`src/rtl/clwf_pkg.sv`:
```
// ----------------------------------------------------------------------------
// clwf_pkg: shared types and constants
// Node count, link and index widths, opcodes, status codes, payload and node
// store request structs, the sequencer state type and link helpers of the unit.
// ----------------------------------------------------------------------------
package clwf_pkg;

    localparam int NODES   = 8;
    localparam int IDX_W   = $clog2(NODES);
    localparam int LINK_W  = $clog2(NODES + 1);
    localparam int VAL_W   = 32;
    localparam int SLOT_W  = 3;

    localparam logic [LINK_W-1:0] LINK_NULL = LINK_W'(NODES);
    localparam logic [IDX_W-1:0]  LAST_STEP = IDX_W'(NODES - 1);

    typedef enum logic [1:0] {
        F_INS_HEAD = 2'd0,
        F_INS_TAIL = 2'd1,
        F_DEL_HEAD = 2'd2,
        F_DEL_TAIL = 2'd3
    } t_func;

    typedef enum logic [1:0] {
        ST_DONE  = 2'd0,
        ST_FULL  = 2'd1,
        ST_EMPTY = 2'd2
    } t_status;

    typedef struct packed {
        logic [1:0]              func;
        logic signed [VAL_W-1:0] value;
    } t_in;

    typedef struct packed {
        logic [1:0]        status;
        logic [SLOT_W-1:0] slot;
    } t_out;

    // one node store access per cycle: a link read, a link write and an
    // optional element write at the link write index
    typedef struct packed {
        logic              rd_en;
        logic [IDX_W-1:0]  rd_idx;
        logic              wr_en;
        logic [IDX_W-1:0]  wr_idx;
        logic [LINK_W-1:0] wr_link;
        logic              val_en;
        logic [VAL_W-1:0]  val_data;
    } t_mem_req;

    typedef enum logic [2:0] {
        S_IDLE,
        S_INS_RD,
        S_INS_WALK,
        S_DH,
        S_DT_FIRST,
        S_DT_WALK,
        S_DT_FREE,
        S_FIN
    } t_state;

    function automatic logic is_node(input logic [LINK_W-1:0] l);
        return l < LINK_NULL;
    endfunction

    function automatic logic [IDX_W-1:0] to_idx(input logic [LINK_W-1:0] l);
        return l[IDX_W-1:0];
    endfunction

    // link value of an entry never written since reset
    function automatic logic [LINK_W-1:0] reset_link(input logic [IDX_W-1:0] ix);
        logic [LINK_W-1:0] wide;
        wide = {{(LINK_W - IDX_W){1'b0}}, ix};
        return (ix == '0) ? LINK_NULL : wide - LINK_W'(1);
    endfunction

    function automatic logic [SLOT_W-1:0] to_slot(input logic [LINK_W-1:0] l);
        logic [LINK_W+SLOT_W-1:0] wide;
        wide = {{SLOT_W{1'b0}}, l};
        return wide[SLOT_W-1:0];
    endfunction

endpackage

```
`src/rtl/clwf_node_ram.sv`:
```
// ----------------------------------------------------------------------------
// clwf_node_ram: node store
// Link and element arrays with a registered link read. Per-entry valid
// flops make unwritten links read as their reset value.
// ----------------------------------------------------------------------------
module clwf_node_ram (
    input  logic                       i_clk,
    input  logic                       i_rst_n,
    input  clwf_pkg::t_mem_req         i_req,
    output logic [clwf_pkg::LINK_W-1:0] o_rd_link
);
    import clwf_pkg::*;

    logic [LINK_W-1:0] r_link_mem [NODES];
    logic [VAL_W-1:0]  r_val_mem  [NODES];
    logic [NODES-1:0]  r_written;
    logic [LINK_W-1:0] r_q;
    logic              r_q_hit;
    logic [IDX_W-1:0]  r_q_idx;

    always_ff @(posedge i_clk) begin
        if (i_req.wr_en) begin
            r_link_mem[i_req.wr_idx] <= i_req.wr_link;
        end
        if (i_req.wr_en && i_req.val_en) begin
            r_val_mem[i_req.wr_idx] <= i_req.val_data;
        end
        if (i_req.rd_en) begin
            r_q     <= r_link_mem[i_req.rd_idx];
            r_q_idx <= i_req.rd_idx;
        end
    end

    always_ff @(posedge i_clk) begin
        if (!i_rst_n) begin
            r_written <= '0;
            r_q_hit   <= 1'b0;
        end else begin
            if (i_req.wr_en) begin
                r_written[i_req.wr_idx] <= 1'b1;
            end
            if (i_req.rd_en) begin
                r_q_hit <= r_written[i_req.rd_idx];
            end
        end
    end

    assign o_rd_link = r_q_hit ? r_q : reset_link(r_q_idx);

endmodule

```
`src/rtl/clwf_seq.sv`:
```
// ----------------------------------------------------------------------------
// clwf_seq: request sequencer
// Holds the list and free heads, walks links one per cycle through the
// node store, and registers the result for the output channel.
// ----------------------------------------------------------------------------
module clwf_seq (
    input  logic                        i_clk,
    input  logic                        i_rst_n,
    input  logic                        i_in_valid,
    output logic                        o_in_stall,
    input  clwf_pkg::t_in               i_in,
    output logic                        o_out_valid,
    input  logic                        i_out_stall,
    output clwf_pkg::t_out              o_out,
    output clwf_pkg::t_mem_req          o_req,
    input  logic [clwf_pkg::LINK_W-1:0] i_rd_link
);
    import clwf_pkg::*;

    t_state            r_state, n_state;
    logic [LINK_W-1:0] r_head, n_head;
    logic [LINK_W-1:0] r_free, n_free;
    logic [LINK_W-1:0] r_cur, n_cur;
    logic [LINK_W-1:0] r_prev, n_prev;
    logic [LINK_W-1:0] r_slot, n_slot;
    logic [IDX_W-1:0]  r_cnt, n_cnt;
    t_func             r_func, n_func;
    logic [VAL_W-1:0]  r_val, n_val;
    t_status           r_status, n_status;
    logic              r_out_valid, n_out_valid;
    t_out              r_out, n_out;
    logic              accept;

    assign o_in_stall  = (r_state != S_IDLE);
    assign accept      = i_in_valid && (r_state == S_IDLE);
    assign o_out_valid = r_out_valid;
    assign o_out       = r_out;

    always_ff @(posedge i_clk) begin
        if (!i_rst_n) begin
            r_state     <= S_IDLE;
            r_head      <= LINK_NULL;
            r_free      <= LINK_W'(NODES - 1);
            r_out_valid <= 1'b0;
        end else begin
            r_state     <= n_state;
            r_head      <= n_head;
            r_free      <= n_free;
            r_out_valid <= n_out_valid;
        end
    end

    always_ff @(posedge i_clk) begin
        r_cur    <= n_cur;
        r_prev   <= n_prev;
        r_slot   <= n_slot;
        r_cnt    <= n_cnt;
        r_func   <= n_func;
        r_val    <= n_val;
        r_status <= n_status;
        r_out    <= n_out;
    end

    always_comb begin
        n_state     = r_state;
        n_head      = r_head;
        n_free      = r_free;
        n_cur       = r_cur;
        n_prev      = r_prev;
        n_slot      = r_slot;
        n_cnt       = r_cnt;
        n_func      = r_func;
        n_val       = r_val;
        n_status    = r_status;
        n_out       = r_out;
        n_out_valid = r_out_valid && i_out_stall;
        o_req       = '0;

        unique case (r_state)
            S_IDLE: begin
                if (accept) begin
                    n_func   = t_func'(i_in.func);
                    n_val    = i_in.value;
                    n_status = ST_DONE;
                    unique case (t_func'(i_in.func))
                        F_INS_HEAD, F_INS_TAIL: begin
                            if (!is_node(r_free)) begin
                                n_status = ST_FULL;
                                n_state  = S_FIN;
                            end else begin
                                n_slot       = r_free;
                                o_req.rd_en  = 1'b1;
                                o_req.rd_idx = to_idx(r_free);
                                n_state      = S_INS_RD;
                            end
                        end
                        F_DEL_HEAD, F_DEL_TAIL: begin
                            if (!is_node(r_head)) begin
                                n_status = ST_EMPTY;
                                n_state  = S_FIN;
                            end else begin
                                n_slot       = r_head;
                                o_req.rd_en  = 1'b1;
                                o_req.rd_idx = to_idx(r_head);
                                n_state = (t_func'(i_in.func) == F_DEL_HEAD) ? S_DH
                                                                             : S_DT_FIRST;
                            end
                        end
                    endcase
                end
            end

            S_INS_RD: begin
                // i_rd_link is the link of the node taken from the pool
                n_free         = i_rd_link;
                o_req.wr_en    = 1'b1;
                o_req.wr_idx   = to_idx(r_slot);
                o_req.val_en   = 1'b1;
                o_req.val_data = r_val;
                if (r_func == F_INS_HEAD || !is_node(r_head)) begin
                    o_req.wr_link = (r_func == F_INS_HEAD) ? r_head : LINK_NULL;
                    n_head        = r_slot;
                    n_state       = S_FIN;
                end else begin
                    o_req.wr_link = LINK_NULL;
                    o_req.rd_en   = 1'b1;
                    o_req.rd_idx  = to_idx(r_head);
                    n_cur         = r_head;
                    n_cnt         = '0;
                    n_state       = S_INS_WALK;
                end
            end

            S_INS_WALK: begin
                // i_rd_link is the link of r_cur
                if (!is_node(i_rd_link)) begin
                    o_req.wr_en   = 1'b1;
                    o_req.wr_idx  = to_idx(r_cur);
                    o_req.wr_link = r_slot;
                    n_state       = S_FIN;
                end else if (r_cnt == LAST_STEP) begin
                    // walk bound reached: link from the node that r_cur links to
                    o_req.wr_en   = 1'b1;
                    o_req.wr_idx  = to_idx(i_rd_link);
                    o_req.wr_link = r_slot;
                    n_state       = S_FIN;
                end else begin
                    n_cur        = i_rd_link;
                    n_cnt        = r_cnt + IDX_W'(1);
                    o_req.rd_en  = 1'b1;
                    o_req.rd_idx = to_idx(i_rd_link);
                end
            end

            S_DH: begin
                n_head        = i_rd_link;
                o_req.wr_en   = 1'b1;
                o_req.wr_idx  = to_idx(r_slot);
                o_req.wr_link = r_free;
                n_free        = r_slot;
                n_state       = S_FIN;
            end

            S_DT_FIRST: begin
                if (!is_node(i_rd_link)) begin
                    // single node list
                    n_head        = LINK_NULL;
                    o_req.wr_en   = 1'b1;
                    o_req.wr_idx  = to_idx(r_slot);
                    o_req.wr_link = r_free;
                    n_free        = r_slot;
                    n_state       = S_FIN;
                end else begin
                    n_prev       = r_head;
                    n_cur        = i_rd_link;
                    n_cnt        = '0;
                    o_req.rd_en  = 1'b1;
                    o_req.rd_idx = to_idx(i_rd_link);
                    n_state      = S_DT_WALK;
                end
            end

            S_DT_WALK: begin
                // r_prev links to r_cur, i_rd_link is the link of r_cur
                if (!is_node(i_rd_link)) begin
                    n_slot        = r_cur;
                    o_req.wr_en   = 1'b1;
                    o_req.wr_idx  = to_idx(r_prev);
                    o_req.wr_link = LINK_NULL;
                    n_state       = S_DT_FREE;
                end else if (r_cnt == LAST_STEP) begin
                    n_slot        = i_rd_link;
                    o_req.wr_en   = 1'b1;
                    o_req.wr_idx  = to_idx(r_cur);
                    o_req.wr_link = LINK_NULL;
                    n_state       = S_DT_FREE;
                end else begin
                    n_prev       = r_cur;
                    n_cur        = i_rd_link;
                    n_cnt        = r_cnt + IDX_W'(1);
                    o_req.rd_en  = 1'b1;
                    o_req.rd_idx = to_idx(i_rd_link);
                end
            end

            S_DT_FREE: begin
                o_req.wr_en   = 1'b1;
                o_req.wr_idx  = to_idx(r_slot);
                o_req.wr_link = r_free;
                n_free        = r_slot;
                n_state       = S_FIN;
            end

            S_FIN: begin
                if (!r_out_valid || !i_out_stall) begin
                    n_out.status = r_status;
                    n_out.slot   = (r_status == ST_DONE) ? to_slot(r_slot) : '0;
                    n_out_valid  = 1'b1;
                    n_state      = S_IDLE;
                end
            end

            default: begin
                n_state = S_IDLE;
            end
        endcase
    end

endmodule

```
`src/rtl/cursor_list_with_free_pool_unit.sv`:
```
// ----------------------------------------------------------------------------
// cursor_list_with_free_pool_unit: linked list in a node array
// Singly linked list over NODES nodes with a free pool, serving insert and
// delete requests at either end.
// ----------------------------------------------------------------------------
// Usage:
//   Request channel (i_in_valid / o_in_stall / i_in) carries func and value.
//   Result channel (o_out_valid / i_out_stall / o_out) returns status and
//   slot, one result per request, in request order.
//   A transfer happens on a rising edge with valid high and stall low.
//   o_in_stall is high while a request is being worked on.
//   To the result: a full or empty answer goes straight to the final state;
//   head insert, head delete, insert into an empty list and tail delete of
//   a single node first take one node store read and write; tail insert
//   and other tail deletes first walk from the head to the tail, one list
//   link at a time through the single registered read port of the node
//   link store. o_in_stall drops in the same cycle as the result is
//   registered, so no request transfers before the last one's result is.
//   The result register lets a new request transfer while the last result
//   is still stalled; the sequencer then holds in its final state until
//   the result register frees up.
//   Reset (synchronous, active low) empties the list and puts every node in
//   the free pool; stored elements stay undefined until written.
// ----------------------------------------------------------------------------
module cursor_list_with_free_pool_unit (
    input  logic           i_clk,
    input  logic           i_rst_n,
    input  logic           i_in_valid,
    output logic           o_in_stall,
    input  clwf_pkg::t_in  i_in,
    output logic           o_out_valid,
    input  logic           i_out_stall,
    output clwf_pkg::t_out o_out
);
    import clwf_pkg::*;

    t_mem_req          mem_req;
    logic [LINK_W-1:0] rd_link;

    clwf_seq u_seq (
        .i_clk       (i_clk),
        .i_rst_n     (i_rst_n),
        .i_in_valid  (i_in_valid),
        .o_in_stall  (o_in_stall),
        .i_in        (i_in),
        .o_out_valid (o_out_valid),
        .i_out_stall (i_out_stall),
        .o_out       (o_out),
        .o_req       (mem_req),
        .i_rd_link   (rd_link)
    );

    clwf_node_ram u_node_ram (
        .i_clk     (i_clk),
        .i_rst_n   (i_rst_n),
        .i_req     (mem_req),
        .o_rd_link (rd_link)
    );

endmodule

```
`config.mk`:
```
export PLATFORM = sky130hd
export DESIGN_NAME = cursor_list_with_free_pool_unit
export DESIGN_NICKNAME = d
export VERILOG_FILES = /design/src/rtl/clwf_pkg.sv /design/src/rtl/clwf_node_ram.sv /design/src/rtl/clwf_seq.sv /design/src/rtl/cursor_list_with_free_pool_unit.sv
export SDC_FILE = /design/constraint.sdc
export NUM_CORES = 1
export LEC_CHECK = 0
export BUFFER_PORTS_ARGS = -buffer_cell sky130_fd_sc_hd__clkbuf_2
export CORE_MARGIN = 10
export CORE_UTILIZATION = 40
export DETAILED_ROUTE_END_ITERATION = 12
export SLEW_MARGIN = 20
export SYNTH_ARGS = -nofsm -noshare
export SYNTH_HDL_FRONTEND = slang
export SYNTH_HIERARCHICAL = 1
export SYNTH_SLANG_ARGS = --single-unit
```
`constraint.sdc`:
```
create_clock -name i_clk -period 3.1 [get_ports i_clk]
set_input_delay 0.465 -clock i_clk [delete_from_list [all_inputs] [get_ports i_clk]]
set_output_delay 0.465 -clock i_clk [all_outputs]
set_load 0.02 [all_outputs]
```
==> flow_summary.json, run 1 <==
{
  "post_route_cells_drive_above_1_share_pct": 22.3,
  "cts-htree-levels": 3,
  "clkSinkCount": 83,
  "grt_pass1_vias": 2684,
  "synth_cells": 340,
  "track_usage_pct": 12.9,
  "clk_latency_ns": 0.35,
  "diodes": 0,
  "layout.nets": 419,
  "cts_root_buffer": "clkbuf_8",
  "worstPathArrival_ns": 3.10,
  "cts_made_buffers": 9,
  "drc": 0,
  "vias": 2940,
  "status": "finished, final reports clean",
  "grt_overflow": 0,
  "fin_ws_ns": 0.107,
  "hpwl_mm": 6.79,
  "dr.pass1.iters": 5,
  "cap_violations": 0,
  "cts_tree": "done",
  "dp.cells": 500,
  "critPathMaxStageDelay_ns": 0.48,
  "worstMarginPinSlew_ns": 0.612,
  "die_area_um2": 14800,
  "fin_setup_tns_ns": 0,
  "stdcell_area_um2": 4730,
  "min_path_type": "in -> reg",
  "clk_pin_slew_worst_paths_ns": 0.08,
  "drt_wl_total_mm": 9.38,
  "hold_viol_final": 0,
  "end_kind": "flop",
  "port_buffers": 12,
  "grt_setup_unrepaired": "false",
  "syn_nets": 383,
  "syn_area_um2": 4130,
  "avgSynthCellArea_um2": 12.2,
  "setup_viol": 0,
  "period_needed_ns": 2.99,
  "maxSlewHeadroom_pct": 59.2,
  "required_ns": 3.21,
  "place_area_um2": 4490,
  "post_drt_wl_per_cell_um": 18.1,
  "grt_pass1_wl_mm": 14.7,
  "ant_nets": 0,
  "ir_drop_mv": 0.387,
  "crit_fanout": 10,
  "p_leak_uw": 0.00170,
  "rows": 37,
  "area_growth_pct": 14.4,
  "crit_chain": "nor2_2 > ha_2 > a21oi_1 > o21ai_2 > nor2_1 > a22o_1 > a221o_1 > buf_12 > mux4_1 > mux2_2",
  "clk_path_buf_depth": 2,
  "pre_cts_ws_ns": 0.0796,
  "fmax_ghz": 0.334,
  "fin_crit_sh_pct": 96.5,
  "critPathKind": "reg -> reg",
  "vias_per_cell": 5.69,
  "first_iter_violations": 225,
  "gp_congestion": 0.844,
  "power_uw": 5650,
  "start_util_pct": 40.6,
  "ys_warn_count": 6,
  "fin_worst_skew_ns": 0.0111,
  "ios": 45,
  "drv_slew": 0,
  "startpoint_type": "flop",
  "die_x_um": 122,
  "antenna_found_initial": 0,
  "die_h_um": 122,
  "grt_max_degree": 17,
  "core-area_um2": 10200,
  "finalNonFillerCells": 517,
  "power_density_nw_per_um2": 1200,
  "slowest_stage": "mux4_1"
}
-- per-layer routing --
metal | wire [µm] | global-route usage [%] | up-vias | share of wire (%)
met3 | 613 | 3.61 | 10 | 6.5
li1 | - | - | 1382 | -
met1 | 4400 | 17.8 | 1443 | 47
met5 | 0 | 0 | - | 0
met4 | 130 | 3.95 | 0 | 1.4
met2 | 4240 | 19.2 | 105 | 45
-- worst max-delay path, delay by kind of cell, from the launching register on --
kind	cells	cell delay, ns
multiplexers	2	0.77
flip-flops	1	0.41
buffers and inverters	1	0.16
AO/OA/AOI/OAI	4	0.99
adder cells (fa/ha/maj)	1	0.19
AND/OR/NAND/NOR	2	0.22
-- sequential cells by signal (all words and copies together) (netlist names) --
name	count
u_node_ram/r_link_mem	32
u_node_ram/r_q	4
u_node_ram/r_q_hit	1
u_node_ram/r_q_idx	3
u_node_ram/r_written	8
u_seq/o_out	5
u_seq/o_out_valid	1
u_seq/r_cnt	3
u_seq/r_cur	4
u_seq/r_free	4
u_seq/r_func	2
u_seq/r_head	4
u_seq/r_prev	3
u_seq/r_slot	4
u_seq/r_state	3
u_seq/r_status	2
-- path summary, 6_finish.rpt --
check                                                     startpoint                              endpoint  slack (ns)  cells after the start
worst min-delay path                                        i_in[32]             u_seq/r_func[0]$_DFFE_PP_        0.32                      1
worst max-delay path                 u_node_ram/r_q_idx[1]$_DFFE_PP_           u_node_ram/r_q[2]$_DFFE_PP_        0.11                     10
worst min register to register  u_node_ram/r_written[2]$_SDFFE_PN0P_  u_node_ram/r_written[2]$_SDFFE_PN0P_        0.47                      1
worst max register to register       u_node_ram/r_q_idx[1]$_DFFE_PP_           u_node_ram/r_q[2]$_DFFE_PP_        0.11                     10
-- final cells by class --
type                    instances  area [µm²]
fillers                       926        5460
flip-flops and latches         83        2280
multi-input cells             229        1710
repair buffers                 43         313
well taps                     136         170
clock buffers                  11         131
clock inverters                 5        85.1
inverters                      10        37.5
-- through the flow --
| stage | hold WS (ns) | utilization, % |
|---|---|---|
| after floorplan | 0.440 | - |
| after global placement | 0.446 | 44.1 |
| after detailed placement | 0.454 | 44.1 |
| after CTS | 0.308 | 46.3 |
| after global routing | 0.313 | 46.4 |
| final | 0.323 | 46.4 |
-- placed cells by master, fill, tap and decap left out, types with 3 or more instances in the layout --
master / n
clkbuf_2: 12
a211oi_1: 3
o22ai_1: 3
mux4_1: 6
nor3b_1: 5
nor3_1: 7
o21a_1: 9
mux4_2: 3
nor2_1: 29
inv_1: 9
a21oi_1: 21
nand3b_1: 3
mux2_2: 13
nand2b_1: 6
and3_1: 5
nand2_1: 15
dfxtp_1: 21
buf_4: 28
a221o_1: 7
or4_1: 3
nor2b_1: 9
edfxtp_1: 62
and2_1: 4
clkbuf_8: 9
mux2i_1: 7
nand3_1: 5
ha_1: 4
o21ai_0: 19
a31oi_1: 6
-- report_power, final --
part	switching, µW	total [µW]	internal (µW)
Sequential	252	2040	1780
Clock	392	852	460
Combinational	1550	2760	1210
-- timing repair --
| item | in CTS | in global routing |
|---|---|---|
| buffers inserted | 0 | 1 |
| hold buffers | 0 | 0 |
| resized for setup | 0 | 8 |
| setup endpoints to repair | 0 | 17 |
Note: power is estimated with default switching activity, not from simulation.
==> run 2: changes to the inputs <==
--- a/config.mk
+++ b/config.mk
@@ -9,3 +9,3 @@
 export CORE_MARGIN = 10
-export CORE_UTILIZATION = 40
+export CORE_UTILIZATION = 35
 export DETAILED_ROUTE_END_ITERATION = 12
--- a/constraint.sdc
+++ b/constraint.sdc
@@ -3,2 +3,2 @@
 set_output_delay 0.465 -clock i_clk [all_outputs]
-set_load 0.02 [all_outputs]
+set_load 0.005 [all_outputs]
==> run 2 against run 1 <==
Cell count is 0.39% higher. Via count down 2.7%. Sequential cell count stayed put. Largest power group unchanged. Sequential share of layout area is 0.40 points lower.
==> flow_summary.json, run 2 (same netlist as run 1, synthesis figures left out) <==
{
  "die_h_um": 129,
  "grt_setup_unrepaired": "false",
  "dr.pass1.iters": 6,
  "p_clk_share_pct": 18.2,
  "drv_slew": 0,
  "drt_wl_total_mm": 9.19,
  "core-area_um2": 11500,
  "crit_fanout": 10,
  "cts-htree-levels": 3,
  "start_util_pct": 36.0,
  "ir_drop_mv": 0.602,
  "cts_tree": "done",
  "cts_root_buffer": "clkbuf_16",
  "grt_pass1_vias": 2796,
  "maxSlewHeadroom_pct": 56.2,
  "die_x_um": 129,
  "ant_nets": 0,
  "gp_congestion": 0.870,
  "worstMarginPinSlew_ns": 0.657,
  "area_growth_pct": 15.4,
  "ios": 45,
  "post_route_cells_drive_above_1_share_pct": 21.0,
  "startpoint_type": "flop",
  "hold_viol_final": 0,
  "layout_commonest_cell": "edfxtp_1",
  "cts_made_buffers": 9,
  "largest_register_ffs": 32,
  "first_iter_violations": 261,
  "p_comb_share_pct": 45.3,
  "die_area_um2": 16600,
  "hpwl_mm": 6.68,
  "track_usage_pct": 11.1,
  "min_path_type": "in -> reg",
  "status": "finished, final reports clean",
  "p_leak_uw": 0.00172,
  "clkSinkCount": 83,
  "fillCellCount": 1064,
  "vias": 2862,
  "layout.nets": 414,
  "swShare_pct": 38.4,
  "hold_buffers": 0,
  "clk_latency_ns": 0.33,
  "net-switching-power_uw": 2170,
  "holdWs_ns": 0.342,
  "clk_pin_slew_worst_paths_ns": 0.07,
  "fin_ws_ns": 0.145,
  "clk_path_buf_depth": 2,
  "layout_common_cells": "62 x edfxtp_1, 30 x nor2_1, 25 x buf_4",
  "rows": 39,
  "diodes": 0,
  "grt_max_degree": 28,
  "grt_pass1_wl_mm": 14.6,
  "antenna_found_initial": 0,
  "vias_per_cell": 5.51,
  "cap_violations": 0,
  "fin_worst_skew_ns": 0.00939,
  "fmax_ghz": 0.338,
  "worst_r2r_path_depth": 10,
  "fin_crit_sh_pct": 95.3,
  "end_kind": "flop",
  "seqPwrFrac_pct": 36.5,
  "critPathKind": "reg -> reg",
  "setup_viol": 0,
  "registers.top_by_ff_count": "u_node_ram/r_link_mem",
  "power_density_nw_per_um2": 1180,
  "min_path_cells": 1,
  "grt_overflow": 0,
  "drc": 0,
  "port_buffers": 12,
  "period_needed_ns": 2.95,
  "worstPathArrival_ns": 3.04,
  "required_ns": 3.18,
  "p_int_uw": 3480,
  "pre_cts_ws_ns": 0.0538,
  "power_uw": 5650,
  "post_drt_wl_per_cell_um": 17.7,
  "fin_setup_tns_ns": 0
}
==> run 2: cell count changes in the layout (fill, tap and decap cells not counted), sizes merged <==
cell	previous run	this run
buf	31	26
clkbuf	23	21
inv	12	15
bufinv	2	0
clkinv	0	1
==> run 2: stage by stage <==
stage,area (µm²),utilization [%],instances
finish,4770,41.6,519
floorplan,4130,-,340
global route,4770,41.6,519
detailed placement,4450,38.8,501
global placement,4450,38.8,501
CTS,4740,41.3,517
==> run 2: worst paths after layout <==
| kind | start | end | slack (ns) |
|---|---|---|---|
| hold reg to reg | u_node_ram/r_written[1]$_SDFFE_PN0P_ | u_node_ram/r_written[1]$_SDFFE_PN0P_ | 0.47 |
| setup reg to reg | u_node_ram/r_q_idx[1]$_DFFE_PP_ | u_node_ram/r_q[3]$_DFFE_PP_ | 0.15 |
| hold / removal | i_in[32] | u_seq/r_func[0]$_DFFE_PP_ | 0.34 |
| setup / recovery | u_node_ram/r_q_idx[1]$_DFFE_PP_ | u_node_ram/r_q[3]$_DFFE_PP_ | 0.15 |
==> run 2: routing by layer <==
| metal | vias to the layer above | track usage, % | wire length [µm] |
|---|---|---|---|
| met1 | 1399 | 14.6 | 4230 |
| met4 | 0 | 3.99 | 116 |
| met3 | 9 | 2.67 | 520 |
| li1 | 1380 | - | - |
| met2 | 74 | 17.4 | 4320 |
| met5 | - | 0 | 0 |
==> run 2: power groups by stage <==
| stage | Clock [µW] | Combinational (µW) | Sequential [µW] |
|---|---|---|---|
| after floorplan | 0 | 1880 | 1930 |
| after global placement | 0 | 2470 | 2060 |
| after detailed placement | 0 | 2520 | 2070 |
| after CTS | 1040 | 2530 | 2050 |
| after global routing | 1090 | 2840 | 2090 |
| final | 1030 | 2560 | 2060 |
==> run 2: cell type report <==
class	instances	area, µm²	share of cell area, %
Multi-Input combinational cell	229	1720	36.0
Timing Repair Buffer	38	263	5.51
Clock buffer	9	225	4.72
Sequential cell	83	2280	47.8
Tap cell	143	179	3.75
Clock inverter	7	65.1	1.36
Inverter	10	37.5	0.787
==> run 2: critical path, stage by stage (launching register included) <==
cell and delay (ns):
edfxtp_1 0.42, nor2_4 0.15, ha_2 0.19, a21oi_1 0.06, o21ai_2 0.26, nor2_1 0.07
a22o_1 0.26, a221o_1 0.34, buf_4 0.19, mux4_1 0.49, mux2_2 0.28
==> run 2: repair_timing <==
action,in CTS,in global routing
setup endpoints to repair,0,45
gates resized for setup,0,6
buffers inserted,0,2
==> run 3: changes to the inputs <==
CTS_CLUSTER_DIAMETER = 40   (was unset)
RECOVER_POWER = 100   (was unset)
==> run 3 against run 2 <==
Non-clock buffer count unchanged. Clock skew fell by 0.00089 ns. Routed wire length about the same. Sequential share of layout area rose by 0.75 points. Count of clock-buffer cells in the layout unchanged. Global-route usage stayed put. Register-to-register slack barely moved. First-iteration DRC count grew 11%. Sequential power hardly changed. Critical path depth unchanged. Largest power group unchanged.
==> flow_summary.json, run 3 (same netlist as run 1, synthesis figures left out) <==
{
  "status": "finished, final reports clean",
  "startpoint_type": "flop",
  "cap_violations": 0,
  "die_h_um": 129,
  "layout_commonest_cell": "edfxtp_1",
  "crit_fanout": 10,
  "fin_crit_sh_pct": 95.2,
  "first_iter_violations": 290,
  "stdcell_area_um2": 4700,
  "die_area_um2": 16600,
  "fin_worst_skew_ns": 0.00850,
  "layout.nets": 414,
  "vias_per_cell": 5.55,
  "core-area_um2": 11500,
  "required_ns": 3.18,
  "die_x_um": 129,
  "clk_latency_ns": 0.33,
  "diodes": 0,
  "end_kind": "flop",
  "registers.top_by_ff_count": "u_node_ram/r_link_mem",
  "critPathKind": "reg -> reg",
  "start_util_pct": 36.0,
  "grt_overflow": 0,
  "place_area_um2": 4450,
  "worstPathArrival_ns": 3.03,
  "clk_pin_slew_worst_paths_ns": 0.07,
  "worstMarginPinSlew_ns": 0.676,
  "register_area_um2": 2280,
  "vias": 2881,
  "hold_buffers": 0,
  "fillCellCount": 1082,
  "power_density_nw_per_um2": 1180,
  "ir_drop_mv": 0.598,
  "multiInputGateArea_um2": 1690,
  "utilization_pct": 40.9,
  "ant_nets": 0,
  "maxSlewHeadroom_pct": 54.9,
  "dr.pass1.iters": 4,
  "setup_viol": 0,
  "cts_root_buffer": "clkbuf_16",
  "grt_max_degree": 28,
  "port_buffers": 12,
  "drc": 0,
  "fmax_ghz": 0.339,
  "fin_setup_tns_ns": 0,
  "layout_common_cells": "62 x edfxtp_1, 30 x nor2_1, 21 x a21oi_1, 21 x dfxtp_1, 19 x o21ai_0",
  "post_route_cells_drive_above_1_share_pct": 16.2,
  "gp_congestion": 0.870,
  "clk_path_buf_depth": 2,
  "ios": 45,
  "grt_pass1_vias": 2796,
  "drt_wl_total_mm": 9.19,
  "drv_slew": 0,
  "antenna_found_initial": 0,
  "period_needed_ns": 2.95,
  "grt_setup_unrepaired": "false",
  "min_path_type": "in -> reg",
  "rows": 39,
  "grt_pass1_wl_mm": 14.6,
  "hold_viol_final": 0,
  "hpwl_mm": 6.68,
  "clkSinkCount": 83,
  "holdWs_ns": 0.379,
  "largest_register_ffs": 32,
  "cts-htree-levels": 3,
  "post_drt_wl_per_cell_um": 17.7,
  "p_leak_uw": 0.00166,
  "cts_made_buffers": 9,
  "cts_tree": "done",
  "track_usage_pct": 11.1,
  "area_growth_pct": 13.6
}
## run 3: cell count changes in the layout (fill, tap and decap cells not counted), sizes merged
cell | before | now
clkbuf | 21 | 31
buf | 26 | 16
## run 3: final timing paths
kind | from | end | slack, ns | depth (start not counted)
max | u_node_ram/r_q_idx[1]$_DFFE_PP_ | u_node_ram/r_q[3]$_DFFE_PP_ | 0.15 | 10
min | i_in[32] | u_seq/r_func[0]$_DFFE_PP_ | 0.38 | 1
max reg2reg | u_node_ram/r_q_idx[1]$_DFFE_PP_ | u_node_ram/r_q[3]$_DFFE_PP_ | 0.15 | 10
min reg2reg | u_node_ram/r_written[1]$_SDFFE_PN0P_ | u_node_ram/r_written[1]$_SDFFE_PN0P_ | 0.47 | 1
## run 3: where the power goes
group / switching, µW / total (µW) / internal [µW]
clock network: 460 / 1020 / 564
logic: 1420 / 2460 / 1050
registers: 269 / 2060 / 1790
total: 2150 / 5550 / 3400
## run 3: critical path: stages, from the launching register on
cell and delay [ns]:
edfxtp_1 0.42, nor2_4 0.15, ha_2 0.19, a21oi_1 0.06
o21ai_2 0.26, nor2_1 0.07, a22o_1 0.26, a221o_1 0.34
buf_4 0.19, mux4_1 0.49, mux2_2 0.28
## run 3: stage by stage
stage | setup WS [ns] | total power [µW] | cells
floorplan | 0.0315 | 3810 | 340
global placement | 0.105 | 4530 | 501
detailed placement | 0.0538 | 4590 | 501
CTS | 0.0480 | 5610 | 517
global route | 0.00440 | 5920 | 519
finish | 0.150 | 5550 | 519
## run 3: area by class of cell
type                       count  share of cell area, %
sequential                    83                   48.6
clock buffer                   9                   4.80
clock inverter                 7                   1.39
tap                          143                   3.81
inverter                      10                  0.799
multi-input combinational    229                   35.9
timing repair buffer          38                   4.72
## run 3: per-layer routing
metal	share of wire, %	global-route usage [%]
met3	5.3	2.67
met2	46	17.4
met5	0	0
met4	1.5	3.99
met1	47	14.6
## run 3: timing repair
item | CTS | global route
buffers inserted | 0 | 2
resized for setup | 0 | 6
setup endpoints to repair | 0 | 45
